--- config.mk ---
export PLATFORM = sky130hd
export DESIGN_NAME = i2c_master_byte_engine_core
export DESIGN_NICKNAME = d
export VERILOG_FILES = /design/src/i2cme_pkg.sv /design/src/i2cme_seq.sv /design/src/i2c_master_byte_engine_core.sv
export SDC_FILE = /design/constraint.sdc
export NUM_CORES = 1
export LEC_CHECK = 0
export BUFFER_PORTS_ARGS = -buffer_cell sky130_fd_sc_hd__buf_2
export CELL_PAD_IN_SITES_DETAIL_PLACEMENT = 1
export CELL_PAD_IN_SITES_GLOBAL_PLACEMENT = 2
export CORE_ASPECT_RATIO = 1.1
export CORE_UTILIZATION = 40
export CTS_CLUSTER_DIAMETER = 50
export DETAILED_ROUTE_END_ITERATION = 7
export PLACE_DENSITY = 0.93
export SLEW_MARGIN = 15
export SYNTH_ARGS = -nofsm -noshare
export SYNTH_HDL_FRONTEND = slang
export SYNTH_SLANG_ARGS = --single-unit
--- constraint.sdc ---
create_clock -name i_clk -period 4.6 [get_ports i_clk]
set_input_delay 0.92 -clock i_clk [delete_from_list [all_inputs] [get_ports i_clk]]
set_output_delay 0.92 -clock i_clk [all_outputs]
set_load 0.02 [all_outputs]
--- src/i2cme_pkg.sv ---
// Package for the I2C master byte engine: word types, command and mode codes.
`timescale 1ns / 1ps
package i2cme_pkg;

    // Configuration register indexes
    localparam int unsigned CFG_IDX_W = 1;
    localparam logic [CFG_IDX_W-1:0] REG_PHASE_TICKS = 1'd0;
    localparam logic [CFG_IDX_W-1:0] REG_ACK_TIMEOUT = 1'd1;

    // Configuration register reset values
    localparam logic [7:0] PHASE_TICKS_RST = 8'd2;
    localparam logic [7:0] ACK_TIMEOUT_RST = 8'd250;

    // Command codes carried by an input word
    localparam logic [2:0] CMD_NONE  = 3'd0;
    localparam logic [2:0] CMD_START = 3'd1;
    localparam logic [2:0] CMD_STOP  = 3'd2;
    localparam logic [2:0] CMD_WRITE = 3'd3;
    localparam logic [2:0] CMD_READ  = 3'd4;

    // Sequencer modes
    typedef enum logic [2:0] {
        MODE_IDLE  = 3'd0,
        MODE_START = 3'd1,
        MODE_STOP  = 3'd2,
        MODE_WRITE = 3'd3,
        MODE_READ  = 3'd4
    } t_mode;

    // Configuration seen by the sequencer
    typedef struct packed {
        logic [7:0] phase_ticks;
        logic [7:0] ack_timeout;
    } t_cfg;

    // Input word: one tick
    typedef struct packed {
        logic [2:0] command;
        logic [7:0] tx_byte;
        logic       send_ack;
        logic       sda_sample;
    } t_in_word;

    // Result word: line levels and status after the tick
    typedef struct packed {
        logic       scl_level;
        logic       sda_level;
        logic       ready_res;
        logic       done_res;
        logic [7:0] rx_byte;
        logic       no_ack_error;
    } t_out_word;

endpackage

--- src/i2cme_seq.sv ---
// Bus sequencer: state registers and per-tick next-state logic.
`timescale 1ns / 1ps
module i2cme_seq (
    input  logic                i_clk,
    input  logic                i_rst_n,
    input  logic                i_step,
    input  i2cme_pkg::t_in_word i_item,
    input  i2cme_pkg::t_cfg     i_cfg,
    output i2cme_pkg::t_out_word o_res
);

    i2cme_pkg::t_mode r_mode, n_mode;
    logic [3:0] r_sub_step, n_sub_step;
    logic [7:0] r_phase_cnt, n_phase_cnt;
    logic [3:0] r_bit_idx, n_bit_idx;
    logic [7:0] r_shift, n_shift;
    logic [7:0] r_wait_cnt, n_wait_cnt;
    logic       r_ack_choice, n_ack_choice;
    logic       r_scl, n_scl;
    logic       r_sda, n_sda;
    logic [7:0] r_rx_hold, n_rx_hold;
    logic       r_err, n_err;

    logic       ph_end;
    logic [7:0] ph_next;
    logic       done;

    // Phase counter: end of phase when count+1 reaches phase_ticks (0 acts as 1)
    assign ph_end  = ({1'b0, r_phase_cnt} + 9'd1) >= {1'b0, i_cfg.phase_ticks};
    assign ph_next = ph_end ? 8'd0 : r_phase_cnt + 8'd1;

    // State registers, updated once per processed tick
    always_ff @(posedge i_clk) begin
        if (!i_rst_n) begin
            r_mode       <= i2cme_pkg::MODE_IDLE;
            r_sub_step   <= 4'd0;
            r_phase_cnt  <= 8'd0;
            r_bit_idx    <= 4'd0;
            r_shift      <= 8'd0;
            r_wait_cnt   <= 8'd0;
            r_ack_choice <= 1'b0;
            r_scl        <= 1'b1;
            r_sda        <= 1'b1;
            r_rx_hold    <= 8'd0;
            r_err        <= 1'b0;
        end else if (i_step) begin
            r_mode       <= n_mode;
            r_sub_step   <= n_sub_step;
            r_phase_cnt  <= n_phase_cnt;
            r_bit_idx    <= n_bit_idx;
            r_shift      <= n_shift;
            r_wait_cnt   <= n_wait_cnt;
            r_ack_choice <= n_ack_choice;
            r_scl        <= n_scl;
            r_sda        <= n_sda;
            r_rx_hold    <= n_rx_hold;
            r_err        <= n_err;
        end
    end

    // Next state for one tick
    always_comb begin
        n_mode       = r_mode;
        n_sub_step   = r_sub_step;
        n_phase_cnt  = r_phase_cnt;
        n_bit_idx    = r_bit_idx;
        n_shift      = r_shift;
        n_wait_cnt   = r_wait_cnt;
        n_ack_choice = r_ack_choice;
        n_scl        = r_scl;
        n_sda        = r_sda;
        n_rx_hold    = r_rx_hold;
        n_err        = r_err;
        done         = 1'b0;

        case (r_mode)
            i2cme_pkg::MODE_IDLE: begin
                n_phase_cnt = 8'd0;
                n_sub_step  = 4'd0;
                case (i_item.command)
                    i2cme_pkg::CMD_START: begin
                        n_mode = i2cme_pkg::MODE_START;
                        n_scl  = 1'b1;
                        n_sda  = 1'b1;
                    end
                    i2cme_pkg::CMD_STOP: begin
                        n_mode = i2cme_pkg::MODE_STOP;
                        n_scl  = 1'b0;
                        n_sda  = 1'b0;
                    end
                    i2cme_pkg::CMD_WRITE: begin
                        n_mode    = i2cme_pkg::MODE_WRITE;
                        n_shift   = i_item.tx_byte;
                        n_bit_idx = 4'd0;
                        n_err     = 1'b0;
                        n_scl     = 1'b0;
                        n_sda     = i_item.tx_byte[7];
                    end
                    i2cme_pkg::CMD_READ: begin
                        n_mode       = i2cme_pkg::MODE_READ;
                        n_shift      = 8'd0;
                        n_bit_idx    = 4'd0;
                        n_ack_choice = i_item.send_ack;
                        n_scl        = 1'b0;
                        n_sda        = 1'b1;
                    end
                    default: ;  // no command or unknown code
                endcase
            end

            i2cme_pkg::MODE_START: begin
                n_phase_cnt = ph_next;
                if (ph_end) begin
                    if (r_sub_step == 4'd0) begin
                        n_sda      = 1'b0;
                        n_sub_step = 4'd1;
                    end else begin
                        n_scl  = 1'b0;
                        n_mode = i2cme_pkg::MODE_IDLE;
                        done   = 1'b1;
                    end
                end
            end

            i2cme_pkg::MODE_STOP: begin
                n_phase_cnt = ph_next;
                if (ph_end) begin
                    if (r_sub_step == 4'd0) begin
                        n_scl      = 1'b1;
                        n_sub_step = 4'd1;
                    end else begin
                        n_sda  = 1'b1;
                        n_mode = i2cme_pkg::MODE_IDLE;
                        done   = 1'b1;
                    end
                end
            end

            i2cme_pkg::MODE_WRITE: begin
                if (r_sub_step == 4'd5) begin
                    // ack wait: sample every tick
                    if (!i_item.sda_sample) begin
                        n_scl  = 1'b0;
                        n_mode = i2cme_pkg::MODE_IDLE;
                        done   = 1'b1;
                    end else if (r_wait_cnt >= i_cfg.ack_timeout) begin
                        // timeout: flag and run a stop
                        n_err       = 1'b1;
                        n_mode      = i2cme_pkg::MODE_STOP;
                        n_sub_step  = 4'd0;
                        n_phase_cnt = 8'd0;
                        n_scl       = 1'b0;
                        n_sda       = 1'b0;
                    end else begin
                        n_wait_cnt = r_wait_cnt + 8'd1;
                    end
                end else begin
                    n_phase_cnt = ph_next;
                    if (ph_end) begin
                        case (r_sub_step)
                            4'd0: begin
                                n_scl      = 1'b1;
                                n_sub_step = 4'd1;
                            end
                            4'd1: begin
                                n_scl      = 1'b0;
                                n_sub_step = 4'd2;
                            end
                            4'd2: begin
                                n_bit_idx = r_bit_idx + 4'd1;
                                n_shift   = {r_shift[6:0], 1'b0};
                                if (n_bit_idx < 4'd8) begin
                                    n_sda      = r_shift[6];
                                    n_sub_step = 4'd0;
                                end else begin
                                    n_sub_step = 4'd3;
                                end
                            end
                            4'd3: begin
                                n_sda      = 1'b1;
                                n_scl      = 1'b0;
                                n_sub_step = 4'd4;
                            end
                            default: begin
                                n_scl      = 1'b1;
                                n_wait_cnt = 8'd0;
                                n_sub_step = 4'd5;
                            end
                        endcase
                    end
                end
            end

            i2cme_pkg::MODE_READ: begin
                n_phase_cnt = ph_next;
                if (ph_end) begin
                    case (r_sub_step)
                        4'd0: begin
                            n_scl      = 1'b1;
                            n_sub_step = 4'd1;
                        end
                        4'd1: begin
                            n_shift    = {r_shift[6:0], i_item.sda_sample};
                            n_sub_step = 4'd2;
                        end
                        4'd2: begin
                            n_scl     = 1'b0;
                            n_bit_idx = r_bit_idx + 4'd1;
                            if (n_bit_idx < 4'd8) begin
                                n_sub_step = 4'd0;
                            end else begin
                                n_sda      = !r_ack_choice;
                                n_sub_step = 4'd3;
                            end
                        end
                        4'd3: begin
                            n_scl      = 1'b1;
                            n_sub_step = 4'd4;
                        end
                        default: begin
                            n_scl     = 1'b0;
                            n_rx_hold = r_shift;
                            n_mode    = i2cme_pkg::MODE_IDLE;
                            done      = 1'b1;
                        end
                    endcase
                end
            end

            default: n_mode = i2cme_pkg::MODE_IDLE;
        endcase
    end

    // Result word from the post-tick state
    always_comb begin
        o_res.scl_level    = n_scl;
        o_res.sda_level    = n_sda;
        o_res.ready_res    = (n_mode == i2cme_pkg::MODE_IDLE);
        o_res.done_res     = done;
        o_res.rx_byte      = n_rx_hold;
        o_res.no_ack_error = n_err;
    end

endmodule

--- src/i2c_master_byte_engine_core.sv ---
// Top level of the I2C master byte engine: channels, config registers, word registers.
`timescale 1ns / 1ps
// Usage:
//   Input channel (i_in_valid / o_in_ready / i_in_data) carries one tick per
//   word: a command, the byte to write, the ACK choice for a read and the
//   sampled SDA level. The command is acted on only while the engine is idle.
//   Output channel (o_out_valid / i_out_ready / o_out_data) returns exactly one
//   word per input word: SCL and SDA drive, ready, done pulse, last read byte
//   and the no-ack flag, all as they stand after that tick.
//   Path: an accepted word is held in the input register; when it is processed,
//   its result goes to the output register, which presents it until taken.
//   Throughput: one word per cycle when not stalled; next state is combinational.
//   A stalled receiver holds the output word; the input register still takes a
//   word, and o_in_ready drops only while both registers are full and stalled.
//   Config: i_cfg_we writes register i_cfg_idx (0 phase_ticks, 1 ack_timeout)
//   with the low byte of i_cfg_wdata; write only while idle.
//   Reset (synchronous, active low): both registers empty, lines released high,
//   engine idle, phase_ticks 2, ack_timeout 250, rx byte and no-ack flag cleared.
module i2c_master_byte_engine_core (
    input  logic                          i_clk,
    input  logic                          i_rst_n,
    input  logic                          i_in_valid,
    output logic                          o_in_ready,
    input  i2cme_pkg::t_in_word           i_in_data,
    output logic                          o_out_valid,
    input  logic                          i_out_ready,
    output i2cme_pkg::t_out_word          o_out_data,
    input  logic                          i_cfg_we,
    input  logic [i2cme_pkg::CFG_IDX_W-1:0] i_cfg_idx,
    input  logic [7:0]                    i_cfg_wdata
);

    i2cme_pkg::t_cfg      r_cfg;
    logic                 r_in_valid;
    i2cme_pkg::t_in_word  r_in_word;
    logic                 r_out_valid;
    i2cme_pkg::t_out_word r_out_word;
    i2cme_pkg::t_out_word step_res;
    logic                 advance;

    // Process the held word when the output slot is free or draining
    assign advance    = r_in_valid && (!r_out_valid || i_out_ready);
    assign o_in_ready = !r_in_valid || advance;

    // Configuration registers
    always_ff @(posedge i_clk) begin
        if (!i_rst_n) begin
            r_cfg.phase_ticks <= i2cme_pkg::PHASE_TICKS_RST;
            r_cfg.ack_timeout <= i2cme_pkg::ACK_TIMEOUT_RST;
        end else if (i_cfg_we) begin
            case (i_cfg_idx)
                i2cme_pkg::REG_PHASE_TICKS: r_cfg.phase_ticks <= i_cfg_wdata;
                i2cme_pkg::REG_ACK_TIMEOUT: r_cfg.ack_timeout <= i_cfg_wdata;
                default: ;
            endcase
        end
    end

    // Input register
    always_ff @(posedge i_clk) begin
        if (!i_rst_n) begin
            r_in_valid <= 1'b0;
        end else if (o_in_ready) begin
            r_in_valid <= i_in_valid;
        end
    end

    always_ff @(posedge i_clk) begin
        if (o_in_ready && i_in_valid) begin
            r_in_word <= i_in_data;
        end
    end

    // Sequencer
    i2cme_seq u_seq (
        .i_clk   (i_clk),
        .i_rst_n (i_rst_n),
        .i_step  (advance),
        .i_item  (r_in_word),
        .i_cfg   (r_cfg),
        .o_res   (step_res)
    );

    // Output register
    always_ff @(posedge i_clk) begin
        if (!i_rst_n) begin
            r_out_valid <= 1'b0;
        end else if (advance) begin
            r_out_valid <= 1'b1;
        end else if (i_out_ready) begin
            r_out_valid <= 1'b0;
        end
    end

    always_ff @(posedge i_clk) begin
        if (advance) begin
            r_out_word <= step_res;
        end
    end

    assign o_out_valid = r_out_valid;
    assign o_out_data  = r_out_word;

    // Checks
    a_in_lands: assert property (@(posedge i_clk) disable iff (!i_rst_n)
        (i_in_valid && o_in_ready) |=> r_in_valid)
        else $error("accepted word not held in input register");

    a_out_lands: assert property (@(posedge i_clk) disable iff (!i_rst_n)
        advance |=> r_out_valid)
        else $error("processed word not presented on output");

    a_done_idle: assert property (@(posedge i_clk) disable iff (!i_rst_n)
        (o_out_valid && o_out_data.done_res) |-> o_out_data.ready_res)
        else $error("done reported while engine busy");

endmodule

# == Word level (Yosys, flattened, before mapping) ==
# Cells that the tools add are included.
# totals
output_inout_bits,15
regBits,91
input_bits,27
# op_classes
mux,87
add_sub_neg,4
reduce_logical,31
n_bitwise,1
order_cmp,3
eq_ne,28
# op_table
cell,count
$mux 8,17
$pmux 4 s4,3
$pmux 8 s3,2
$mux 4,11
$mux 1,33
$pmux 3 s4,2
$mux 3,7
$add 8x1->8 const B,2
$pmux 8 s2,1
$eq 3x2->1 const B,4
$ne 2x1->1 const B,6
$pmux 4 s3,1
$ne 2x2->1 const B,5
$pmux 1 s2,5
$pmux 1 s5,2
$reduce_or 2->1,5
$add 8x1->9 const B,1
$ge 9x8->1,1
$ne 3x3->1 const B,3
$reduce_and 9->1,1
$eq 4x2->1 const B,2
$ge 8x8->1,1
$reduce_and 4->1,2
$reduce_and 8->1,1
other kinds (24),36

# == Logic depth before layout (Yosys ltp) ==
# Gate-level depths: netlist of run 1.
# logic_depth
word_depth,7
depth_mapped,13
ltp_nobuf,12

# == By module ==
# Synthesis of run 1 repeated with hierarchy kept, for this count alone.
# hier_totals
cells_unflattened,533
hier_area_um2,4997.3
# modules_own_cells
mod,instances,seq_area_each_um2,area_each_um2,cells_per_inst
i2cme_seq,1,920.9,3459.6,426
i2c_master_byte_engine_core,1,1141.1,1537.7,107

# == Worst setup path before layout of run 1 ==
# Ideal clock, no wire load.
# synth_path
path_type,reg2reg
startpoint,register u_seq.r_phase_cnt[2]
endpoint,"register r_out_word, in the netlist o_out_data[11] (data pin)"
stages_incl_launch_ff,13
setup_time_ps,266
arrival_time_ps,2725
path_slack_ps,1609
path_buffers,0
path_cell_list,dfxtp_1 > and3_1 > and3_1 > nand3_1 > xnor2_1 > ha_1 > nand4_1 > o21bai_1 > a31oi_2 > a211oi_1 > mux2_1 > a311oi_1 > a21oi_1
# synth_lines
element,line,source
"start, declared",i2cme_seq.sv:14,"logic [7:0] r_phase_cnt, n_phase_cnt;"
"start signal, assigned",i2cme_seq.sv:49,r_phase_cnt <= n_phase_cnt;
"end signal, assigned",i2c_master_byte_engine_core.sv:97,r_out_word <= step_res;
"end, declared",i2c_master_byte_engine_core.sv:37,i2cme_pkg::t_out_word r_out_word;

==> reports/qor.yml, run 1 <==
min_path:
  hp-class: "reg2reg"
  hold_depth: 2
clock_network:
  cts_made_buffers: 9
  cts_tree: "built"
  clk_latency_ns: 0.35
  clk_pin_slew_ns: 0.07
  cts_resized: 0
  cts_max_level: 3
  clock_path_buffers: 2
  post-cts-setup-buffers: 0
  clock-root-buffer: "clkbuf_16"
  ctsHoldBuffers: 0
  cts.sinks: 90
worst_setup_path:
  cp-start-kind: "flop"
  worstSetupEndpointType: "flop"
  critPathMaxFanout: 7
  crit_slowest_cell: "dfxtp_1"
  r2r_cells: 12
  cp_top_family: "compound AO/OA/AOI/OAI gates"
  cp_num_buf_inv: 0
  slowest_delay_ns: 0.41
  cp_num_cells: 12
  crit_arrival_ns: 3.51
  path_cells: "and3_1 -> and3_1 -> nand3_1 -> xnor2_1 -> ha_1 -> nand4_1 -> o21bai_1 -> a31oi_2 -> a211oi_1 -> mux2_1 -> a311oi_1 -> a21oi_1"
  critical_path_class: "reg2reg"
  critical_path_required_ns: 4.69
  cpMostUsedCell: "and3_1"
route:
  drc_errors: 0
  wire_per_inst_um: 18.2
  vias_per_cell: 5.84
  firstDrtPassIters: 5
  drtAntennaViolNets: 0
  vias: 4215
  routed_wl_mm: 13.2
  drtIter0Drc: 232
pwr:
  peakVddDrop_v: 0.000228
  power_w: 0.00179
  clkPwrFrac_pct: 40.8
  swShare_pct: 27.4
  seqPwrFrac_pct: 48.7
  p_leak_nw: 2.15
  power.internal_w: 0.00130
  power_frac_comb_pct: 10.5
  p_switching_w: 0.000490
  power_density_nw_per_um2: 326
yosys:
  yosys_register_bits: 90
  ys_seq_area_share_pct: 41.9
  synth-main-ff-cell: "dfxtp_1"
  synth_edf_count: 26
  yosysUniqueCellTypes: 76
  synth_top_area_share_pct: 26.0
  syn-num-nets: 585
  syn-cell-area_um2: 4920
  syn_inst: 539
  yosysTopAreaCell: "dfxtp_1"
  synthArstFlopShare_pct: 0
  avgSynthCellArea_um2: 9.13
  yosysWarnings: 0
  synthTopCellsByArea: "dfxtp_1 26%, edfxtp_1 16%, ha_1 4.8%"
cells_and_area:
  drive_gt1_share_pct: 16.7
  design_area_um2: 5490
  area_delta_synth_final_pct: 11.5
  mostFrequentLayoutCell: "dfxtp_1"
  final_cell_mix: "64 x dfxtp_1, 62 x nand2_1, 46 x a21oi_1"
  layout.nets: 609
  nFillCells: 1422
  antenna_cells: 0
sta:
  post-route-min-period_ns: 3.41
  hold_violations: 0
  finalMaxSlewViolations: 0
  setup_violations: 0
  tightest_slew_ns: 0.747
  rsz0062_at_grt: "false"
  fmax_ghz: 0.293
  fin_worst_skew_ns: 0.00758
  period_share_pct: 74.2
  max_slew_margin_pct: 50.2
  fin_tns_setup_ns: 0
placement:
  place_hpwl_mm: 9.61
  place.gp.congestion: 0.948
  port_buffers: 41
  placed_area_um2: 5190
die:
  fp-row-count: 42
  fp.dieH_um: 118
  start_util_pct: 40.9
  die_x_um: 108
  io-pin-count: 42
  coreArea_um2: 12000
  dieArea_um2: 12800
grt:
  grt_max_degree: 37
  grt_overflow_total: 0
  antenna_found_initial: 0
  grt_usage_pct: 22.2
  grt_pass1_vias: 4338
  grt_first_pass_wirelength_mm: 22.1
job:
  maxCapViolCount: 0
outcome:
  status: "completed"
[worst min-delay path: cells and delay by family (launching register included)]
| kind | cells | cell delay [ns] |
|---|---|---|
| flops | 1 | 0.32 |
| compound gates | 1 | 0.05 |
| simple gates | 1 | 0.05 |
[power by group through the flow]
stage | clock network, W | logic (W) | registers (W)
5_1_grt | 0.000777 | 0.000206 | 0.000875
2_1_floorplan | 0 | 0.000128 | 0.000887
4_1_cts | 0.000747 | 0.000187 | 0.000871
6_report | 0.000729 | 0.000187 | 0.000871
3_3_place_gp | 0 | 0.000178 | 0.000887
3_5_place_dp | 0 | 0.000185 | 0.000889
[per-stage QoR]
stage | hold slack (ns) | setup slack [ns] | utilization, % | cells
after CTS | 0.473 | 1.24 | 45.6 | 722
after global routing | 0.497 | 0.989 | 45.6 | 722
final | 0.470 | 1.19 | 45.6 | 722
after floorplan | 0.436 | 1.61 | - | 539
after global placement | 0.448 | 1.39 | 43.1 | 706
after detailed placement | 0.463 | 1.27 | 43.1 | 706
[cell type report]
type | instances | area (um2) | share of cell area (%)
multi-input combinational | 394 | 2630 | 47.8
timing repair buffer | 42 | 213 | 3.88
clock buffer | 9 | 225 | 4.10
tap | 154 | 193 | 3.51
clock inverter | 7 | 72.6 | 1.32
sequential | 90 | 2060 | 37.6
inverter | 26 | 97.6 | 1.78
[Yosys cell counts (all sizes together), types with 2 or more instances]
| library cell | n |
|---|---|
| o21bai | 2 |
| or4 | 2 |
| xor2 | 5 |
| o221a | 2 |
| or3 | 4 |
| inv | 26 |
| nor2 | 39 |
| nand2b | 18 |
| nor3b | 4 |
| o2111ai | 2 |
| xnor2 | 8 |
| nor2b | 6 |
| a211oi | 7 |
| dfxtp | 64 |
| ha | 19 |
| a31oi | 9 |
| nand3 | 19 |
| and3 | 11 |
| edfxtp | 26 |
| and2 | 3 |
| nand2 | 62 |
| nor3 | 10 |
| nor4 | 8 |
| buf | 13 |
| o32ai | 2 |
| or2 | 2 |
| a21oi | 46 |
| mux2 | 9 |
| nand4 | 6 |
| o21ai | 22 |
| mux2i | 6 |
| o22ai | 2 |
| o211a | 8 |
| o221ai | 6 |
| a21o | 3 |
| nand3b | 7 |
| clkbuf | 16 |
| o31ai | 10 |
| o211ai | 9 |
[state kept, by name, indices dropped and copies added (netlist names)]
signal and count:
r_cfg 16, o_out_data 13, r_in_word 13, u_seq.r_phase_cnt 8, u_seq.r_rx_hold 8, u_seq.r_shift 8, u_seq.r_wait_cnt 8, u_seq.r_bit_idx 4
u_seq.r_mode 3, u_seq.r_sub_step 3, o_out_valid 1, r_in_valid 1, u_seq.r_ack_choice 1, u_seq.r_err 1, u_seq.r_scl 1, u_seq.r_sda 1
[metal layers]
| layer | GRT usage, % | vias up | wire (um) |
|---|---|---|---|
| met5 | 0 | - | 0 |
| met4 | 10.1 | 0 | 373 |
| met3 | 3.42 | 25 | 501 |
| met2 | 34.9 | 111 | 6140 |
| met1 | 29.8 | 2062 | 6150 |
| li1 | - | 2017 | - |
[worst paths after layout]
kind                                                         from                       end  slack, ns
worst max-delay path            u_seq.r_phase_cnt[2]$_SDFFE_PN0P_  o_out_data[11]$_DFFE_PP_       1.19
worst min-delay path                       r_cfg[11]$_SDFFE_PN0P_    r_cfg[11]$_SDFFE_PN0P_       0.47
worst max register to register  u_seq.r_phase_cnt[2]$_SDFFE_PN0P_  o_out_data[11]$_DFFE_PP_       1.19
worst min register to register             r_cfg[11]$_SDFFE_PN0P_    r_cfg[11]$_SDFFE_PN0P_       0.47
[kinds of logic after synthesis]
| family | after synthesis | share of synthesized area [%] |
|---|---|---|
| adders and majority gates | 20 | 5.03 |
| muxes | 15 | 3.28 |
| DFF | 90 | 41.9 |
| and+or+nand+nor | 203 | 22.8 |
| buffers and inverters | 55 | 4.80 |
| xor gates and xnor gates | 13 | 2.31 |
| AOI/OAI and AO/OA | 143 | 19.9 |
Note: power is estimated with default switching activity, not from simulation.
==> inputs of run 2 (changes only) <==
--- a/config.mk
+++ b/config.mk
@@ -5,14 +5,15 @@
 export SDC_FILE = /design/constraint.sdc
 export NUM_CORES = 1
 export LEC_CHECK = 0
+export ABC_AREA = 1
 export BUFFER_PORTS_ARGS = -buffer_cell sky130_fd_sc_hd__buf_2
 export CELL_PAD_IN_SITES_DETAIL_PLACEMENT = 1
 export CELL_PAD_IN_SITES_GLOBAL_PLACEMENT = 2
 export CORE_ASPECT_RATIO = 1.1
-export CORE_UTILIZATION = 40
+export CORE_UTILIZATION = 32
 export CTS_CLUSTER_DIAMETER = 50
 export DETAILED_ROUTE_END_ITERATION = 7
-export PLACE_DENSITY = 0.93
+export PLACE_DENSITY = 0.85
 export SLEW_MARGIN = 15
 export SYNTH_ARGS = -nofsm -noshare
 export SYNTH_HDL_FRONTEND = slang
==> constraint.sdc (replaced) <==
create_clock -name i_clk -period 3.1 [get_ports i_clk]
set_input_delay 0.62 -clock i_clk [delete_from_list [all_inputs] [get_ports i_clk]]
set_output_delay 0.62 -clock i_clk [all_outputs]
set_load 0.02 [all_outputs]
==> run 2 against run 1 <==
Against the previous run:
- sequential cell count did not move
- global-route usage is 4.7 points lower
- register-to-register slack got worse by 0.92 ns
- area after synthesis decreased by 0.84%
- sequential share of layout area down 1.1 points
- critical path depth rose by 6
- final area up 3.4%
- critical path type unchanged
- largest cell class unchanged
==> reports/qor.yml, run 2 <==
job:
  maxCapViolCount: 0
yosys:
  yosys_register_bits: 90
  synth-main-ff-cell: "dfxtp_1"
  synth_edf_count: 26
  synth_top_area_share_pct: 26.2
  avgSynthCellArea_um2: 7.85
  yosysUniqueCellTypes: 50
  synthArstFlopShare_pct: 0
  synthTopCellsByArea: "dfxtp_1 26%, edfxtp_1 16%, nand2_1 8.5%"
  syn-num-nets: 668
  ys_seq_area_share_pct: 42.2
  yosysMostFrequentCell: "nand2_1"
  yosysTopAreaCell: "dfxtp_1"
  syn_inst: 622
  yosysWarnings: 0
  syn-cell-area_um2: 4880
  synth_commonest_cells: "110 x nand2_1, 82 x inv_1, 64 x dfxtp_1"
sta:
  fin_worst_skew_ns: 0.00520
  tightest_slew_ns: 0.559
  fin_tns_setup_ns: 0
  fmax_ghz: 0.354
  hold_violations: 0
  max_slew_margin_pct: 62.4
  setup_violations: 0
  rsz0062_at_grt: "false"
  layout_setup_ws_ns: 0.271
  post-route-min-period_ns: 2.83
  period_share_pct: 91.3
  whs_ns: 0.438
  finalMaxSlewViolations: 0
cells_and_area:
  nFillCells: 1793
  largest_reg_flops: 16
  final_cell_mix: "109 x nand2_1, 82 x inv_1, 62 x dfxtp_1"
  design_area_um2: 5670
  mostFrequentLayoutCell: "nand2_1"
  top_register: "r_cfg"
  layout.nets: 715
  area_delta_synth_final_pct: 16.2
  drive_gt1_share_pct: 17.5
  antenna_cells: 0
  ff_latch_area_um2: 2070
  multi_input_area_um2: 2390
worst_setup_path:
  slowest_delay_ns: 0.37
  cp_top_family: "simple AND/OR/NAND/NOR gates"
  critical_path_class: "reg2reg"
  critical_path_required_ns: 3.34
  worstSetupEndpointType: "flop"
  cp-start-kind: "flop"
  critPathMaxFanout: 14
  cp_num_buf_inv: 4
  crit_slowest_cell: "dfxtp_4"
  path_cells: "ha_2 -> nand2_1 -> nor2_4 -> xnor2_1 -> inv_1 -> ha_1 -> nand2_1 -> inv_1 -> a21oi_2 -> nor2_2 -> nor2_4 -> nand3_4 -> inv_6 -> nand2_4 -> nand2_2 -> inv_2 -> o21ai_0 -> a21oi_1"
  crit_arrival_ns: 3.06
route:
  drc_errors: 0
  routed_wl_mm: 13.0
  drtIter0Drc: 189
  wire_per_inst_um: 15.0
  drtAntennaViolNets: 0
  firstDrtPassIters: 4
  vias: 4335
  vias_per_cell: 5.01
die:
  io-pin-count: 42
  fp.dieH_um: 132
  coreArea_um2: 14700
  start_util_pct: 33.3
  fp-row-count: 46
  dieArea_um2: 15800
  die_x_um: 120
placement:
  placed_area_um2: 5250
  place_hpwl_mm: 9.66
  place.gp.congestion: 0.861
  port_buffers: 41
  dp_slack_ns: 0.116
pwr:
  p_switching_w: 0.000785
  power_frac_comb_pct: 13.8
  p_leak_nw: 2.49
  peakVddDrop_v: 0.000322
  swShare_pct: 27.1
  seqPwrFrac_pct: 45.3
  power_density_nw_per_um2: 511
  power.internal_w: 0.00211
  clkPwrFrac_pct: 41.0
clock_network:
  clk_latency_ns: 0.35
  cts.sinks: 90
  clock_path_buffers: 2
  cts_tree: "built"
  cts_made_buffers: 9
  clk_pin_slew_ns: 0.06
  clock-root-buffer: "clkbuf_16"
  cts_max_level: 3
  ctsHoldBuffers: 0
grt:
  grt_first_pass_wirelength_mm: 22.2
  grt_max_degree: 28
  antenna_found_initial: 0
  grt_pass1_vias: 4649
  grt_usage_pct: 17.5
  grt_overflow_total: 0
min_path:
  hp-class: "in2reg"
outcome:
  status: "completed"
-- run 2: cell count changes in the layout (fill, tap and decap cells not counted), moves of 7 or more --
cell	previous run	this run
a21oi_1	46	55
and3_1	11	0
buf_4	1	10
inv_1	24	82
mux2_2	8	0
nand2_1	62	109
nand2b_1	17	0
nand3_1	17	32
nor2_1	36	59
o211a_1	8	0
o21ai_0	22	34
o21ai_1	0	15
o31ai_1	9	2
-- run 2: logic make-up after synthesis --
| logic type | count (synthesis) | synth area share [%] |
|---|---|---|
| buffers and inverters | 108 | 9.97 |
| DFF | 90 | 42.2 |
| adders and majority gates | 19 | 4.87 |
| AOI/OAI and AO/OA | 143 | 17.1 |
| xor gates and xnor gates | 14 | 2.51 |
| and+or+nand+nor | 248 | 23.3 |
-- run 2: area by class of cell --
class / count / share of cell area, %
clock buffer: 9 / 3.97
clock inverter: 6 / 1.59
inverter: 92 / 6.68
multi-input combinational: 425 / 42.1
sequential: 90 / 36.4
tap: 192 / 4.24
timing repair buffer: 51 / 4.94
-- run 2: power by group through the flow --
stage | clock (W) | combinational [W] | sequential (W)
final | 0.00119 | 0.000399 | 0.00131
after global routing | 0.00126 | 0.000450 | 0.00132
after CTS | 0.00122 | 0.000394 | 0.00131
after detailed placement | 0 | 0.000391 | 0.00134
after global placement | 0 | 0.000377 | 0.00133
after floorplan | 0 | 0.000270 | 0.00134
-- run 2: worst reg2reg max path, delay by kind of cell, from the launching register on --
family	cells	cell delay [ns]
buf+inv	4	0.40
xor+xnor	1	0.13
compound gates	3	0.41
simple gates	8	0.89
flops	1	0.37
fa+ha+maj	2	0.51
-- run 2: per-stage QoR --
step | utilization [%] | cells | total power [W]
after floorplan | - | 622 | 0.00161
after global placement | 35.8 | 843 | 0.00171
after detailed placement | 35.8 | 843 | 0.00173
after CTS | 37.9 | 858 | 0.00293
after global routing | 38.6 | 865 | 0.00303
final | 38.6 | 865 | 0.00290
-- run 2: repair_timing --
item	CTS	global route
resized for setup	0	13
buffers inserted	0	6
setup endpoints to repair	0	52
-- run 2: path summary, 6_finish.rpt --
check / slack [ns] / end / depth (start not counted) / from
hold reg to reg: 0.47 / u_seq.r_phase_cnt[0]$_SDFFE_PN0P_ / 1 / u_seq.r_phase_cnt[0]$_SDFFE_PN0P_
setup reg to reg: 0.27 / u_seq.r_shift[3]$_SDFFE_PN0P_ / 18 / u_seq.r_phase_cnt[0]$_SDFFE_PN0P_
hold / removal: 0.44 / r_in_word[7]$_DFFE_PP_ / 1 / i_in_data[7]
setup / recovery: 0.27 / u_seq.r_shift[3]$_SDFFE_PN0P_ / 18 / u_seq.r_phase_cnt[0]$_SDFFE_PN0P_
-- run 2: routing by layer --
layer | GRT usage [%] | routed length [um]
met1 | 20.7 | 5800
met2 | 30.7 | 6570
met3 | 3.30 | 381
met4 | 7.01 | 261
met5 | 0 | 0
